[config.mk]
export PLATFORM = sky130hd
export DESIGN_NAME = mjd_to_date_leap_classifier_core
export DESIGN_NICKNAME = d
export VERILOG_FILES = /design/src/sv/mjdtd_pkg.sv /design/src/sv/mjdtd_ymd.sv /design/src/sv/mjd_to_date_leap_classifier_core.sv
export SDC_FILE = /design/constraint.sdc
export NUM_CORES = 2
export LEC_CHECK = 0
export BUFFER_PORTS_ARGS = -buffer_cell sky130_fd_sc_hd__buf_2
export CORE_ASPECT_RATIO = 0.9
export CORE_MARGIN = 8
export CORE_UTILIZATION = 50
export CTS_CLUSTER_DIAMETER = 100
export DETAILED_ROUTE_END_ITERATION = 8
export PLACE_DENSITY = 0.69
export SKIP_CTS_REPAIR_TIMING = 1
export SYNTH_ARGS = -nofsm -noshare
export SYNTH_HDL_FRONTEND = slang
export SYNTH_SLANG_ARGS = --single-unit
[constraint.sdc]
create_clock -name clk -period 15.3 [get_ports clk]
set_clock_uncertainty 0.1 [all_clocks]
set_input_delay 2.295 -clock clk [delete_from_list [all_inputs] [get_ports clk]]
set_output_delay 2.295 -clock clk [all_outputs]
set_load 0.02 [all_outputs]
[src/sv/mjdtd_pkg.sv]
// ----------------------------------------------------------------------------
// mjdtd_pkg: shared types and constants of the MJD date converter
// Field widths, stream packing, divider reciprocals and month tables.
// ----------------------------------------------------------------------------
package mjdtd_pkg;

	// Field widths
	localparam int MJD_W  = 20;
	localparam int LEN_W  = 6;
	localparam int YEAR_W = 13;
	localparam int MON_W  = 4;
	localparam int DAY_W  = 5;
	localparam int DOY_W  = 9;

	localparam int IN_TDATA_W  = 48;
	localparam int OUT_TDATA_W = 40;

	// Register stages of one date conversion
	localparam int CONV_STAGES = 8;

	// Day count from the fixed epoch of the four-century step
	localparam int A_W = 22;
	localparam logic [A_W-1:0] JD_OFS = 22'd2468570;

	// floor(4a / 146097): reciprocal 114 / 2^22 underestimates by at most one
	localparam int CENT_W  = 7;
	localparam int CENT_SH = 22;
	localparam logic [CENT_W-1:0] CENT_RECIP = 7'd114;
	localparam logic [17:0] DAYS_400Y = 18'd146097;
	localparam logic [CENT_W-1:0] CENT_BASE = 7'd49;
	localparam int CPR_W = 6;

	// floor(4000 (a + 1) / 1461001): reciprocal 179 / 2^16
	localparam int A2_W  = 16;
	localparam int YQ_W  = 7;
	localparam int YQ_SH = 16;
	localparam int N2_W  = 28;
	localparam logic [7:0] YQ_RECIP = 8'd179;
	localparam logic [11:0] YQ_NUM = 12'd4000;
	localparam logic [20:0] DAYS_4000Y = 21'd1461001;
	localparam logic [YQ_W-1:0] YQ_CENTURY = 7'd100;
	localparam logic [10:0] DAYS_4Y = 11'd1461;
	localparam logic [4:0] MARCH_OFS = 5'd31;

	// floor(80 a / 2447): reciprocal 33 / 2^10
	localparam int A3_W  = 10;
	localparam int MQ_W  = 4;
	localparam int MQ_SH = 10;
	localparam logic [5:0] MQ_RECIP = 6'd33;
	localparam logic [6:0] MQ_NUM = 7'd80;
	localparam logic [11:0] MQ_DEN = 12'd2447;
	localparam logic [MQ_W-1:0] MQ_WRAP = 4'd11;

	// floor(2447 i / 80) for each month index i
	localparam logic [8:0] MQ_DAYS [16] = '{
		9'd0,   9'd30,  9'd61,  9'd91,  9'd122, 9'd152, 9'd183, 9'd214,
		9'd244, 9'd275, 9'd305, 9'd336, 9'd367, 9'd397, 9'd428, 9'd458
	};

	// Days before the first of each month in a common year
	localparam logic [8:0] MONTH_START [12] = '{
		9'd0,   9'd31,  9'd59,  9'd90,  9'd120, 9'd151,
		9'd181, 9'd212, 9'd243, 9'd273, 9'd304, 9'd334
	};
	localparam logic [MON_W-1:0] MONTH_FEB  = 4'd2;
	localparam logic [MON_W-1:0] MONTH_LAST = 4'd11;

	localparam logic [LEN_W-1:0] LEN_INSERT = 6'd61;
	localparam logic [LEN_W-1:0] LEN_DELETE = 6'd59;

	typedef enum logic [1:0] {
		LEAP_NONE   = 2'd0,
		LEAP_INSERT = 2'd1,
		LEAP_DELETE = 2'd2
	} leap_code_t;

	typedef struct packed {
		logic [YEAR_W-1:0] year;
		logic [MON_W-1:0]  month;
		logic [DAY_W-1:0]  day;
		logic              leap_year;
	} ymd_t;

	// Request word, last declared field in the lowest bits
	typedef struct packed {
		logic [0:0]       pad;
		logic [LEN_W-1:0] last_minute_len;
		logic [MJD_W-1:0] leap_mjd;
		logic             leap_pending;
		logic [MJD_W-1:0] mjd_day;
	} req_t;

	// Result word, last declared field in the lowest bits
	typedef struct packed {
		logic [6:0]        pad;
		leap_code_t        leap_code;
		logic [DOY_W-1:0]  day_of_year;
		logic [DAY_W-1:0]  cal_day;
		logic [MON_W-1:0]  cal_month;
		logic [YEAR_W-1:0] cal_year;
	} res_t;

	typedef struct packed {
		logic             pending;
		logic [LEN_W-1:0] len;
	} side_t;

endpackage

[src/sv/mjdtd_ymd.sv]
// ----------------------------------------------------------------------------
// mjdtd_ymd: MJD to Gregorian year, month, day
// Eight-stage integer Fliegel-Van Flandern conversion; each stage loads on
// its own enable bit.
// ----------------------------------------------------------------------------
module mjdtd_ymd (
	input  logic                                clk,
	input  logic [mjdtd_pkg::CONV_STAGES-1:0]   en,
	input  logic [mjdtd_pkg::MJD_W-1:0]         mjd,
	output mjdtd_pkg::ymd_t                     ymd
);
	import mjdtd_pkg::*;

	localparam int P1_W = A_W + CENT_W;
	localparam int N1_W = A_W + 2;
	localparam int P3_W = A2_W + 8;
	localparam int T5_W = 18;
	localparam int W5_W = 17;
	localparam int P6_W = 16;
	localparam int R7_W = 17;

	// stage 1: day count and century estimate
	logic [A_W-1:0]    a_c;
	logic [P1_W-1:0]   p1_c;
	logic [A_W-1:0]    a_s1;
	logic [CENT_W-1:0] qe1_s1;

	assign a_c  = A_W'(mjd) + JD_OFS;
	assign p1_c = P1_W'(a_c) * P1_W'(CENT_RECIP);

	always_ff @(posedge clk) begin
		if (en[0]) begin
			a_s1   <= a_c;
			qe1_s1 <= p1_c[CENT_SH +: CENT_W];
		end
	end

	// stage 2: correct century, day within the four centuries
	logic [N1_W-1:0]   r0_c, r1_c;
	logic              ge2_c;
	logic [CENT_W-1:0] cent_c;
	logic [A2_W-1:0]   a2_s2;
	logic [CPR_W-1:0]  cpr_s2;

	always_comb begin
		r0_c   = {a_s1, 2'b00} - N1_W'(DAYS_400Y) * N1_W'(qe1_s1);
		ge2_c  = r0_c >= N1_W'(DAYS_400Y);
		r1_c   = ge2_c ? r0_c - N1_W'(DAYS_400Y) : r0_c;
		cent_c = qe1_s1 + CENT_W'(ge2_c) - CENT_BASE;
	end

	always_ff @(posedge clk) begin
		if (en[1]) begin
			a2_s2  <= r1_c[2 +: A2_W];
			cpr_s2 <= cent_c[CPR_W-1:0];
		end
	end

	// stage 3: year-in-century estimate
	logic [A2_W-1:0]  m_c;
	logic [P3_W-1:0]  p3_c;
	logic [N2_W-1:0]  n2_s3;
	logic [YQ_W-1:0]  qe2_s3;
	logic [A2_W-1:0]  a2_s3;
	logic [CPR_W-1:0] cpr_s3;

	assign m_c  = a2_s2 + A2_W'(1);
	assign p3_c = P3_W'(m_c) * P3_W'(YQ_RECIP);

	always_ff @(posedge clk) begin
		if (en[2]) begin
			n2_s3  <= N2_W'(m_c) * N2_W'(YQ_NUM);
			qe2_s3 <= p3_c[YQ_SH +: YQ_W];
			a2_s3  <= a2_s2;
			cpr_s3 <= cpr_s2;
		end
	end

	// stage 4: correct year in century
	logic [N2_W-1:0]  r2_c;
	logic             ge4_c;
	logic [YQ_W-1:0]  yq_s4;
	logic [A2_W-1:0]  a2_s4;
	logic [CPR_W-1:0] cpr_s4;

	assign r2_c  = n2_s3 - N2_W'(DAYS_4000Y) * N2_W'(qe2_s3);
	assign ge4_c = r2_c >= N2_W'(DAYS_4000Y);

	always_ff @(posedge clk) begin
		if (en[3]) begin
			yq_s4  <= qe2_s3 + YQ_W'(ge4_c);
			a2_s4  <= a2_s3;
			cpr_s4 <= cpr_s3;
		end
	end

	// stage 5: day counted from the first of March, base year
	logic [T5_W-1:0]   t5_c;
	logic [W5_W-1:0]   a3w_c;
	logic [A3_W-1:0]   a3_s5;
	logic [YEAR_W-1:0] yb_s5;
	logic [CPR_W-1:0]  cpr_s5;
	logic [YQ_W-1:0]   yq_s5;

	assign t5_c  = T5_W'(yq_s4) * T5_W'(DAYS_4Y);
	assign a3w_c = W5_W'(a2_s4) + W5_W'(MARCH_OFS) - W5_W'(t5_c >> 2);

	always_ff @(posedge clk) begin
		if (en[4]) begin
			a3_s5  <= a3w_c[A3_W-1:0];
			yb_s5  <= YEAR_W'(cpr_s4) * YEAR_W'(YQ_CENTURY) + YEAR_W'(yq_s4);
			cpr_s5 <= cpr_s4;
			yq_s5  <= yq_s4;
		end
	end

	// stage 6: month index estimate
	logic [P6_W-1:0]   p6_c;
	logic [MQ_W-1:0]   qe3_s6;
	logic [A3_W-1:0]   a3_s6;
	logic [YEAR_W-1:0] yb_s6;
	logic [CPR_W-1:0]  cpr_s6;
	logic [YQ_W-1:0]   yq_s6;

	assign p6_c = P6_W'(a3_s5) * P6_W'(MQ_RECIP);

	always_ff @(posedge clk) begin
		if (en[5]) begin
			qe3_s6 <= p6_c[MQ_SH +: MQ_W];
			a3_s6  <= a3_s5;
			yb_s6  <= yb_s5;
			cpr_s6 <= cpr_s5;
			yq_s6  <= yq_s5;
		end
	end

	// stage 7: correct month index
	logic [R7_W-1:0]   r3_c;
	logic              ge7_c;
	logic [MQ_W-1:0]   mq_s7;
	logic [A3_W-1:0]   a3_s7;
	logic [YEAR_W-1:0] yb_s7;
	logic [CPR_W-1:0]  cpr_s7;
	logic [YQ_W-1:0]   yq_s7;

	assign r3_c  = R7_W'(a3_s6) * R7_W'(MQ_NUM) - R7_W'(MQ_DEN) * R7_W'(qe3_s6);
	assign ge7_c = r3_c >= R7_W'(MQ_DEN);

	always_ff @(posedge clk) begin
		if (en[6]) begin
			mq_s7  <= qe3_s6 + MQ_W'(ge7_c);
			a3_s7  <= a3_s6;
			yb_s7  <= yb_s6;
			cpr_s7 <= cpr_s6;
			yq_s7  <= yq_s6;
		end
	end

	// stage 8: day, month, year and leap-year flag
	logic             k_c;
	logic [A3_W-1:0]  dy_c;
	logic [YQ_W-1:0]  y2_c;
	logic [CPR_W-1:0] cen_c;
	logic             leap_c;
	ymd_t             ymd_s8;

	always_comb begin
		k_c   = mq_s7 >= MQ_WRAP;
		dy_c  = a3_s7 - A3_W'(MQ_DAYS[mq_s7]);
		y2_c  = yq_s7 + YQ_W'(k_c);
		cen_c = (y2_c == YQ_CENTURY) ? cpr_s7 + CPR_W'(1) : cpr_s7;
		// century years follow the 400-year rule, the rest the 4-year rule
		if (y2_c == YQ_W'(0) || y2_c == YQ_CENTURY) begin
			leap_c = cen_c[1:0] == 2'b00;
		end else begin
			leap_c = y2_c[1:0] == 2'b00;
		end
	end

	always_ff @(posedge clk) begin
		if (en[7]) begin
			ymd_s8.year      <= yb_s7 + YEAR_W'(k_c);
			ymd_s8.month     <= k_c ? mq_s7 - MQ_W'(10) : mq_s7 + MQ_W'(2);
			ymd_s8.day       <= dy_c[DAY_W-1:0];
			ymd_s8.leap_year <= leap_c;
		end
	end

	assign ymd = ymd_s8;

endmodule

[src/sv/mjd_to_date_leap_classifier_core.sv]
// ----------------------------------------------------------------------------
// mjd_to_date_leap_classifier_core: MJD to Gregorian date and leap warning
// Stages: eight conversion stages plus the day-of-year and leap-code stage
//   lie between request accept and result valid.
// Throughput: one request per cycle unless the output stalls, set by the
//   pipelined datapath; stages hold on back-pressure, bubbles squeeze out.
// Reset: arst_n clears all stage valid bits asynchronously; data holds.
// ----------------------------------------------------------------------------
module mjd_to_date_leap_classifier_core (
	input  logic                              clk,
	input  logic                              arst_n,
	input  logic                              s_tvalid,
	output logic                              s_tready,
	// mjd_day[19:0], leap_pending[20], leap_mjd[40:21], last_minute_len[46:41]
	input  logic [mjdtd_pkg::IN_TDATA_W-1:0]  s_tdata,
	output logic                              m_tvalid,
	input  logic                              m_tready,
	// cal_year[12:0], cal_month[16:13], cal_day[21:17], day_of_year[30:22],
	// leap_code[32:31]
	output logic [mjdtd_pkg::OUT_TDATA_W-1:0] m_tdata
);
	import mjdtd_pkg::*;

	localparam int NT = CONV_STAGES + 1;

	req_t             req;
	logic [NT-1:0]    vld_s;
	logic [NT-1:0]    adv;
	side_t            side_s [CONV_STAGES];
	ymd_t             cur_ymd, lp_ymd;
	res_t             res_s9;

	assign req = req_t'(s_tdata);

	// Stage i loads when it is empty or its contents move on downstream.
	always_comb begin
		adv[NT-1] = !vld_s[NT-1] || m_tready;
		for (int i = NT - 2; i >= 0; i--) begin
			adv[i] = !vld_s[i] || adv[i+1];
		end
	end

	assign s_tready = adv[0];

	// Advance the valid bits alongside the data.
	always_ff @(posedge clk or negedge arst_n) begin
		if (!arst_n) begin
			vld_s <= '0;
		end else begin
			if (adv[0]) begin
				vld_s[0] <= s_tvalid;
			end
			for (int i = 1; i < NT; i++) begin
				if (adv[i]) begin
					vld_s[i] <= vld_s[i-1];
				end
			end
		end
	end

	// Carry the leap report beside the two conversions.
	always_ff @(posedge clk) begin
		if (adv[0]) begin
			side_s[0].pending <= req.leap_pending;
			side_s[0].len     <= req.last_minute_len;
		end
		for (int i = 1; i < CONV_STAGES; i++) begin
			if (adv[i]) begin
				side_s[i] <= side_s[i-1];
			end
		end
	end

	// Convert the current date and the leap date in lockstep.
	mjdtd_ymd u_cur (
		.clk (clk),
		.en  (adv[CONV_STAGES-1:0]),
		.mjd (req.mjd_day),
		.ymd (cur_ymd)
	);

	mjdtd_ymd u_leap (
		.clk (clk),
		.en  (adv[CONV_STAGES-1:0]),
		.mjd (req.leap_mjd),
		.ymd (lp_ymd)
	);

	// Final stage: ordinal day and leap warning into the output register.
	logic [MON_W-1:0] midx_c;
	logic [DOY_W-1:0] doy_c;
	leap_code_t       code_c;
	side_t            side_last;

	assign side_last = side_s[CONV_STAGES-1];

	always_comb begin
		midx_c = cur_ymd.month - MON_W'(1);
		if (midx_c > MONTH_LAST) begin
			midx_c = MONTH_LAST;
		end
		doy_c = DOY_W'(cur_ymd.day) + MONTH_START[midx_c]
			+ DOY_W'(cur_ymd.leap_year && (cur_ymd.month > MONTH_FEB));

		// only year and month are compared, the day of the leap is not
		code_c = LEAP_NONE;
		if (side_last.pending && lp_ymd.month == cur_ymd.month
				&& lp_ymd.year == cur_ymd.year) begin
			priority if (side_last.len == LEN_INSERT) begin
				code_c = LEAP_INSERT;
			end else if (side_last.len == LEN_DELETE) begin
				code_c = LEAP_DELETE;
			end else begin
				code_c = LEAP_NONE;
			end
		end
	end

	always_ff @(posedge clk) begin
		if (adv[NT-1]) begin
			res_s9.pad         <= '0;
			res_s9.leap_code   <= code_c;
			res_s9.day_of_year <= doy_c;
			res_s9.cal_day     <= cur_ymd.day;
			res_s9.cal_month   <= cur_ymd.month;
			res_s9.cal_year    <= cur_ymd.year;
		end
	end

	assign m_tvalid = vld_s[NT-1];
	assign m_tdata  = res_s9;

	// An empty output stage lets every stage advance, so requests flow in.
	a_ready_when_out_empty: assert property (@(posedge clk) disable iff (!arst_n)
		!m_tvalid |-> s_tready)
		else $error("request stalled with empty output stage");

	a_accept_fills_first: assert property (@(posedge clk) disable iff (!arst_n)
		s_tvalid && s_tready |=> vld_s[0])
		else $error("accepted request missing from first stage");

	a_month_range: assert property (@(posedge clk) disable iff (!arst_n)
		m_tvalid |-> (res_s9.cal_month >= MON_W'(1) && res_s9.cal_month <= MON_W'(12)))
		else $error("month out of range");

	a_doy_range: assert property (@(posedge clk) disable iff (!arst_n)
		m_tvalid |-> (res_s9.day_of_year >= DOY_W'(1)
			&& res_s9.day_of_year <= DOY_W'(366) && res_s9.cal_day != DAY_W'(0)))
		else $error("day or day of year out of range");

endmodule

; Yosys cells after proc, flatten, opt, wreduce, memory -nomap -nowiden
; Memories as Yosys holds them, arrays and structs flattened.
; Cells that the tools add are included.
[op_classes]
addsub = 38
multipliers = 20
div = 0
order_cmp = 12
eq_ne = 5
shift = 0
mux = 29
n_bitwise = 3
reduce_logical = 26
[ops]
columns = cell, n
row1 = "28-bit by 21-bit >= comparator with 1-bit output, second input constant", 2
row2 = "21-bit by 7-bit multiplier with 28-bit output, first input constant", 2
row3 = "22-bit by 6-bit multiplier with 28-bit output, second input constant", 2
row4 = 28-bit subtractor, 2
row5 = "24-bit by 18-bit >= comparator with 1-bit output, second input constant", 2
row6 = "18-bit by 7-bit multiplier with 24-bit output, first input constant", 2
row7 = 24-bit subtractor, 2
row8 = "16-bit by 7-bit multiplier with 23-bit output, second input constant", 2
row9 = "16-bit by 8-bit multiplier with 23-bit output, second input constant", 2
row10 = "20-bit by 22-bit adder with 22-bit output, second input constant", 2
row11 = 18-bit 2-to-1 mux, 2
row12 = "18-bit subtractor, second input constant", 2
row13 = "17-bit by 12-bit >= comparator with 1-bit output, second input constant", 2
row14 = 17-bit by 16-bit subtractor with 17-bit output, 2
row15 = "16-bit by 1-bit adder with 16-bit output, second input constant", 2
row16 = "12-bit by 4-bit multiplier with 16-bit output, first input constant", 2
row17 = "10-bit by 6-bit multiplier with 14-bit output, second input constant", 2
row18 = 13-bit by 1-bit adder with 13-bit output, 2
row19 = 13-bit by 7-bit adder with 13-bit output, 2
row20 = "10-bit by 3-bit multiplier with 13-bit output, second input constant", 2
row21 = "7-bit by 11-bit multiplier with 12-bit output, second input constant", 2
row22 = "6-bit by 5-bit multiplier with 11-bit output, second input constant", 2
row23 = 7-bit by 1-bit adder with 7-bit output, 3
row24 = "10-bit by 5-bit adder with 10-bit output, second input constant", 2
row25 = other kinds (32), 84
[word_totals]
ff_bits = 488
latch_bits = 0
ramBits = 56
romBits = 288
inputBits = 52
output_inout_bits = 42
word_cells = 200
memories = 3
[mem_list]
columns = memory, depth, width, rd, rd_clocked_by_memory_dff, write_ports, line_no
row1 = (no name shown), 16, 9, 1, 0, 0, mjdtd_ymd.sv:169  ; dy_c = a3_s7 - A3_W'(MQ_DAYS[mq_s7]);
row2 = (no name shown), 16, 9, 1, 0, 0, mjd_to_date_leap_classifier_core.sv:102  ; doy_c = DOY_W'(cur_ymd.day) + MONTH_START[midx_c]
row3 = side_s, 8, 7, 8, 0, 8, mjd_to_date_leap_classifier_core.sv:29  ; side_t side_s [CONV_STAGES];

; Depth between registers and ports, before layout
[logic_depth]
depth_word = 12
mapped_depth = 24
mapped_depth_nobuf = 23

; Modules after synthesis
; A second synthesis with hierarchy kept.
[unflattened]
cells_unflattened = 4779
area_unflattened_um2 = 53198.5
[by_module_without_submodules]
columns = mod, instances, cells_per_inst, area_per_inst_um2, seq_area_each_um2
row1 = mjdtd_ymd at u_cur, 1, 2282, 24644.9, 7056.8
row2 = mjdtd_ymd at u_leap, 1, 2257, 24579.8, 7056.8
row3 = mjd_to_date_leap_classifier_core, 1, 240, 3973.8, 2897.8

; Worst setup path before layout
; OpenSTA, ideal clock, no wires.
[synth_timing]
kind = input-to-output
from = in m_tready
to = out s_tready
t_arrival_ps = 6273
required_time_ps = 12905
slack_ps = 6632
stages = 6
n_path_buf = 0
path_cell_list = nor2b_1 > and2_1 > and3_1 > nand3_1 > nor2_1 > nand3_1
[synth_between]
elab_chain_cells = 9
[synth_lines]
columns = item, line_no
row1 = "start, declared", mjd_to_date_leap_classifier_core.sv:17  ; input logic m_tready,
row2 = 1-bit logical OR, mjd_to_date_leap_classifier_core.sv:37  ; adv[NT-1] = !vld_s[NT-1] || m_tready;
row3 = 1-bit logical OR (5 in a row), mjd_to_date_leap_classifier_core.sv:39  ; adv[i] = !vld_s[i] || adv[i+1];
row4 = named net adv[3], mjd_to_date_leap_classifier_core.sv:28  ; logic [NT-1:0] adv;
row5 = 1-bit logical OR (3 in a row), mjd_to_date_leap_classifier_core.sv:39
row6 = "end, declared", mjd_to_date_leap_classifier_core.sv:13  ; output logic s_tready,
; The timed path passes the listed nets, and every way through them passes these cells.

; Worst setup path after layout
[layout_timing]
from = in s_tdata[22] (netlist name)
to = reg u_leap.qe1_s1[6] (data pin)
[layout_between]
elab_chain_cells = 2
[layout_lines]
columns = item, line_no
row1 = "start, declared", mjd_to_date_leap_classifier_core.sv:15  ; input logic [mjdtd_pkg::IN_TDATA_W-1:0] s_tdata,
row2 = 20-bit by 22-bit adder with 22-bit output, mjdtd_ymd.sv:28  ; assign a_c = A_W'(mjd) + JD_OFS;
row3 = named net u_leap.a_c[17], mjdtd_ymd.sv:23  ; logic [A_W-1:0] a_c;
row4 = 22-bit by 6-bit multiplier with 28-bit output, mjdtd_ymd.sv:29  ; assign p1_c = P1_W'(a_c) * P1_W'(CENT_RECIP);
row5 = named net u_leap.p1_c[28], mjdtd_ymd.sv:24  ; logic [P1_W-1:0] p1_c;
row6 = "end signal, assigned", mjdtd_ymd.sv:34  ; qe1_s1 <= p1_c[CENT_SH +: CENT_W];
row7 = "end, declared", mjdtd_ymd.sv:26  ; logic [CENT_W-1:0] qe1_s1;
; The timed path passes the listed nets, and every way through them passes these cells.
; A chain may end at the register's enable or synchronous reset.

==> results.cfg <==
[worst_setup_path]
cp.arrival_ps = 8330
critPathTopFamily = compound AO/OA/AOI/OAI gates
path_cells = buf_2 -> ha_1 -> nor3_1 -> nor2b_1 -> o31ai_1 -> a21boi_0 -> o21a_1 -> o21ai_0 -> nand2_1 -> xor2_1 -> fa_1 -> fa_1 -> ha_1 -> ha_1 -> or4_1 -> a211o_1 -> o211a_1 -> o31a_1 -> o41ai_1 -> o21ai_0 -> xnor2_1
cp_data_required_time_ps = 15580
critical-path-slowest-cell = xor2_1
cpPeakStageDelay_ps = 560
criticalPathCategory = input pin to register
path_buf_inv = 1
cpMostUsedCell = ha_1
startpoint_type = input pin
cp_max_fo = 5
worstSetupEndpointType = register

[sta]
max_slew_margin = 0.1913
max_freq_mhz = 124.1
finalMaxSlewViolations = 0
worst-slew-pin-transition_ps = 1212
hold_violations = 0
rsz0062_at_grt = false
period_needed_ps = 8056
finalCritPeriodShare = 0.5265
fin_tns_setup_ps = 0
setup_violations = 0

[clock_network]
cts_buffers = 59
clk_pin_slew_ps = 60
root_buffer = clkbuf_16
cts_max_level = 2
clk_latency_ps = 630
cts.path.max_buffers = 3
cts_tree = yes
clock-sinks = 536

[drt]
drc = 0
avgViaCountPerCell = 5.105
drt_iter0_drc = 1601
wl_mm = 92.55
via_count = 32000
wl_per_cell_um = 14.77
first_pass_iters = 5
drtAntennaViolNets = 0

[yosys]
synth_cell_type_count = 92
synth_top_cell_by_area = edfxtp_1
synthSimpleGateAreaFrac = 0.06712
seq_area_frac_synth = 0.3094
muxShareOfSynthArea = 0.004438
synth_edf_count = 527
syn_area_um2 = 51880
synth_fa_ha_area_frac = 0.3799
synth-compound-area-share = 0.09095
async_flop_share = 0.01679
synth_top_area_frac = 0.3051
postSynthAreaPerCell_um2 = 11.00
synth_seq_cells = 536
yosysWarnings = 0
synth_cells = 4715
synth_top_family_by_area = adder cells
synth_xor_xnor_area_share = 0.07330
ys_top_cells_by_area = edfxtp_1 (31%), ha_1 (21%), fa_1 (17%)
synth_ff_type = edfxtp_1

[placement]
routabilityCongestion = 0.8547
dp_hpwl_mm = 76.59
place.port_buffers = 85

[die]
rows = 112
die_h_um = 321.6
dieArea_um2 = 114300
start_util = 0.5023
ios = 94
fp.dieW_um = 355.5
core_area_um2 = 103300

[global_route]
antenna_found_initial = 0
overflow = 0
top_usage_layer = met2
gr-usage-met1 = 0.2407
grt_max_degree = 62
grt_pass1_vias = 32670
grt_use_met2 = 0.2606
grtUsageMet3 = 0.01891
grtUsageTotal = 0.1635
grt_pass1_wl_mm = 158.0

[finish]
layout_commonest_cell = inv_1
nFillCells = 8748
final_nets = 6213
drive_gt1_frac = 0.04918
n_antenna_cell = 0
final_cell_mix = inv_1 (986), ha_1 (863), edfxtp_1 (527)
synthToLayoutAreaGrowth_pct = 7.882

[run]
cap_violations = 0

[status]
status = finished, final reports clean

[min_path]
hp-class = register to register
==> stage by stage <==
step | area [um2] | instances | hold WS [ps] | worst slack [ps] | util
finish | 55970 | 6268 | 308.5 | 7244 | 0.5419
global route | 55970 | 6268 | 316.3 | 6682 | 0.5419
CTS | 55970 | 6268 | 308.7 | 7230 | 0.5419
detailed placement | 54020 | 6160 | 304.5 | 6541 | 0.5231
global placement | 54020 | 6160 | 301.1 | 6567 | 0.5231
floorplan | 51900 | 4721 | 300.3 | 6632 | -
==> layer usage <==
| layer | part of all wire | wire, um |
|---|---|---|
| met5 | 0 | 0 |
| met4 | 0.017 | 1577 |
| met3 | 0.034 | 3134 |
| met2 | 0.44 | 40520 |
| met1 | 0.51 | 47320 |
==> state kept, by name, indices dropped and copies added, names as in the netlist, 11 cells and up <==
signal	flops
m_tdata	33
u_cur.yb_s6	11
u_leap.yb_s6	13
u_cur.yb_s7	11
u_leap.ymd	17
u_cur.ymd	23
u_leap.n2_s3	23
u_leap.yb_s7	13
u_cur.yb_s5	11
u_cur.a_s1	21
side_s	56
u_leap.yb_s5	13
u_cur.a2_s2	16
u_cur.n2_s3	23
u_leap.a2_s2	16
u_leap.a_s1	21
==> path summary, 6_finish.rpt <==
kind                                         end        startpoint  slack, ps  cells past startpoint
max in group asynchronous               vld_s[8]            arst_n      13390                      1
worst max register to register  u_leap.cpr_s2[4]  u_leap.qe1_s1[2]       8130                     22
worst max-delay path            u_leap.qe1_s1[6]       s_tdata[22]       7240                     21
min in group asynchronous               vld_s[0]            arst_n       1440                      1
worst min register to register     side_s[0][18]     side_s[0][11]        310                      0
worst min-delay path               side_s[0][18]     side_s[0][11]        310                      0
==> area by class of cell <==
type / count / area [um2] / share of cell area
multi-input cells: 3165 / 31990 / 0.5716
flip-flops and latches: 536 / 16050 / 0.2868
inverters: 989 / 3715 / 0.06638
well taps: 1368 / 1712 / 0.03058
clock buffers: 73 / 1559 / 0.02786
repair buffers: 102 / 553.0 / 0.009881
clock inverters: 35 / 386.6 / 0.006908
==> cell families after synthesis <==
kind of cell,count (synthesis)
flops,536
mux,22
buf+inv,1020
xor+xnor,432
fa+ha+maj,1308
other cells,1
compound gates,709
simple gates,687
==> cell usage after synthesis (8+ instances only) <==
cell         n
mux2i_1     14
o21a_1      40
o21bai_1    48
nand2_1    132
o211ai_1    16
ha_1       863
a211o_1      8
nand2b_1    45
a21oi_1    199
a21o_1      78
xor2_1     162
or3_1       25
a2111oi_0   12
and2_1      22
a311oi_1     9
inv_1      989
a31oi_1     50
edfxtp_1   527
nand3_1     82
nand4_1     18
a31o_2       8
o21ai_0    109
nor4_1      13
a211oi_1    22
nor3_1      64
o31ai_1     19
dfrtp_1      9
nor2b_1     35
fa_1       445
clkbuf_1    15
xnor2_1    269
o31a_1       8
nor3b_1      8
and3_1      42
nor2_1     163
Power is not shown: default switching activity piles up to over one toggle a cycle in this logic, so the estimate is an artifact.
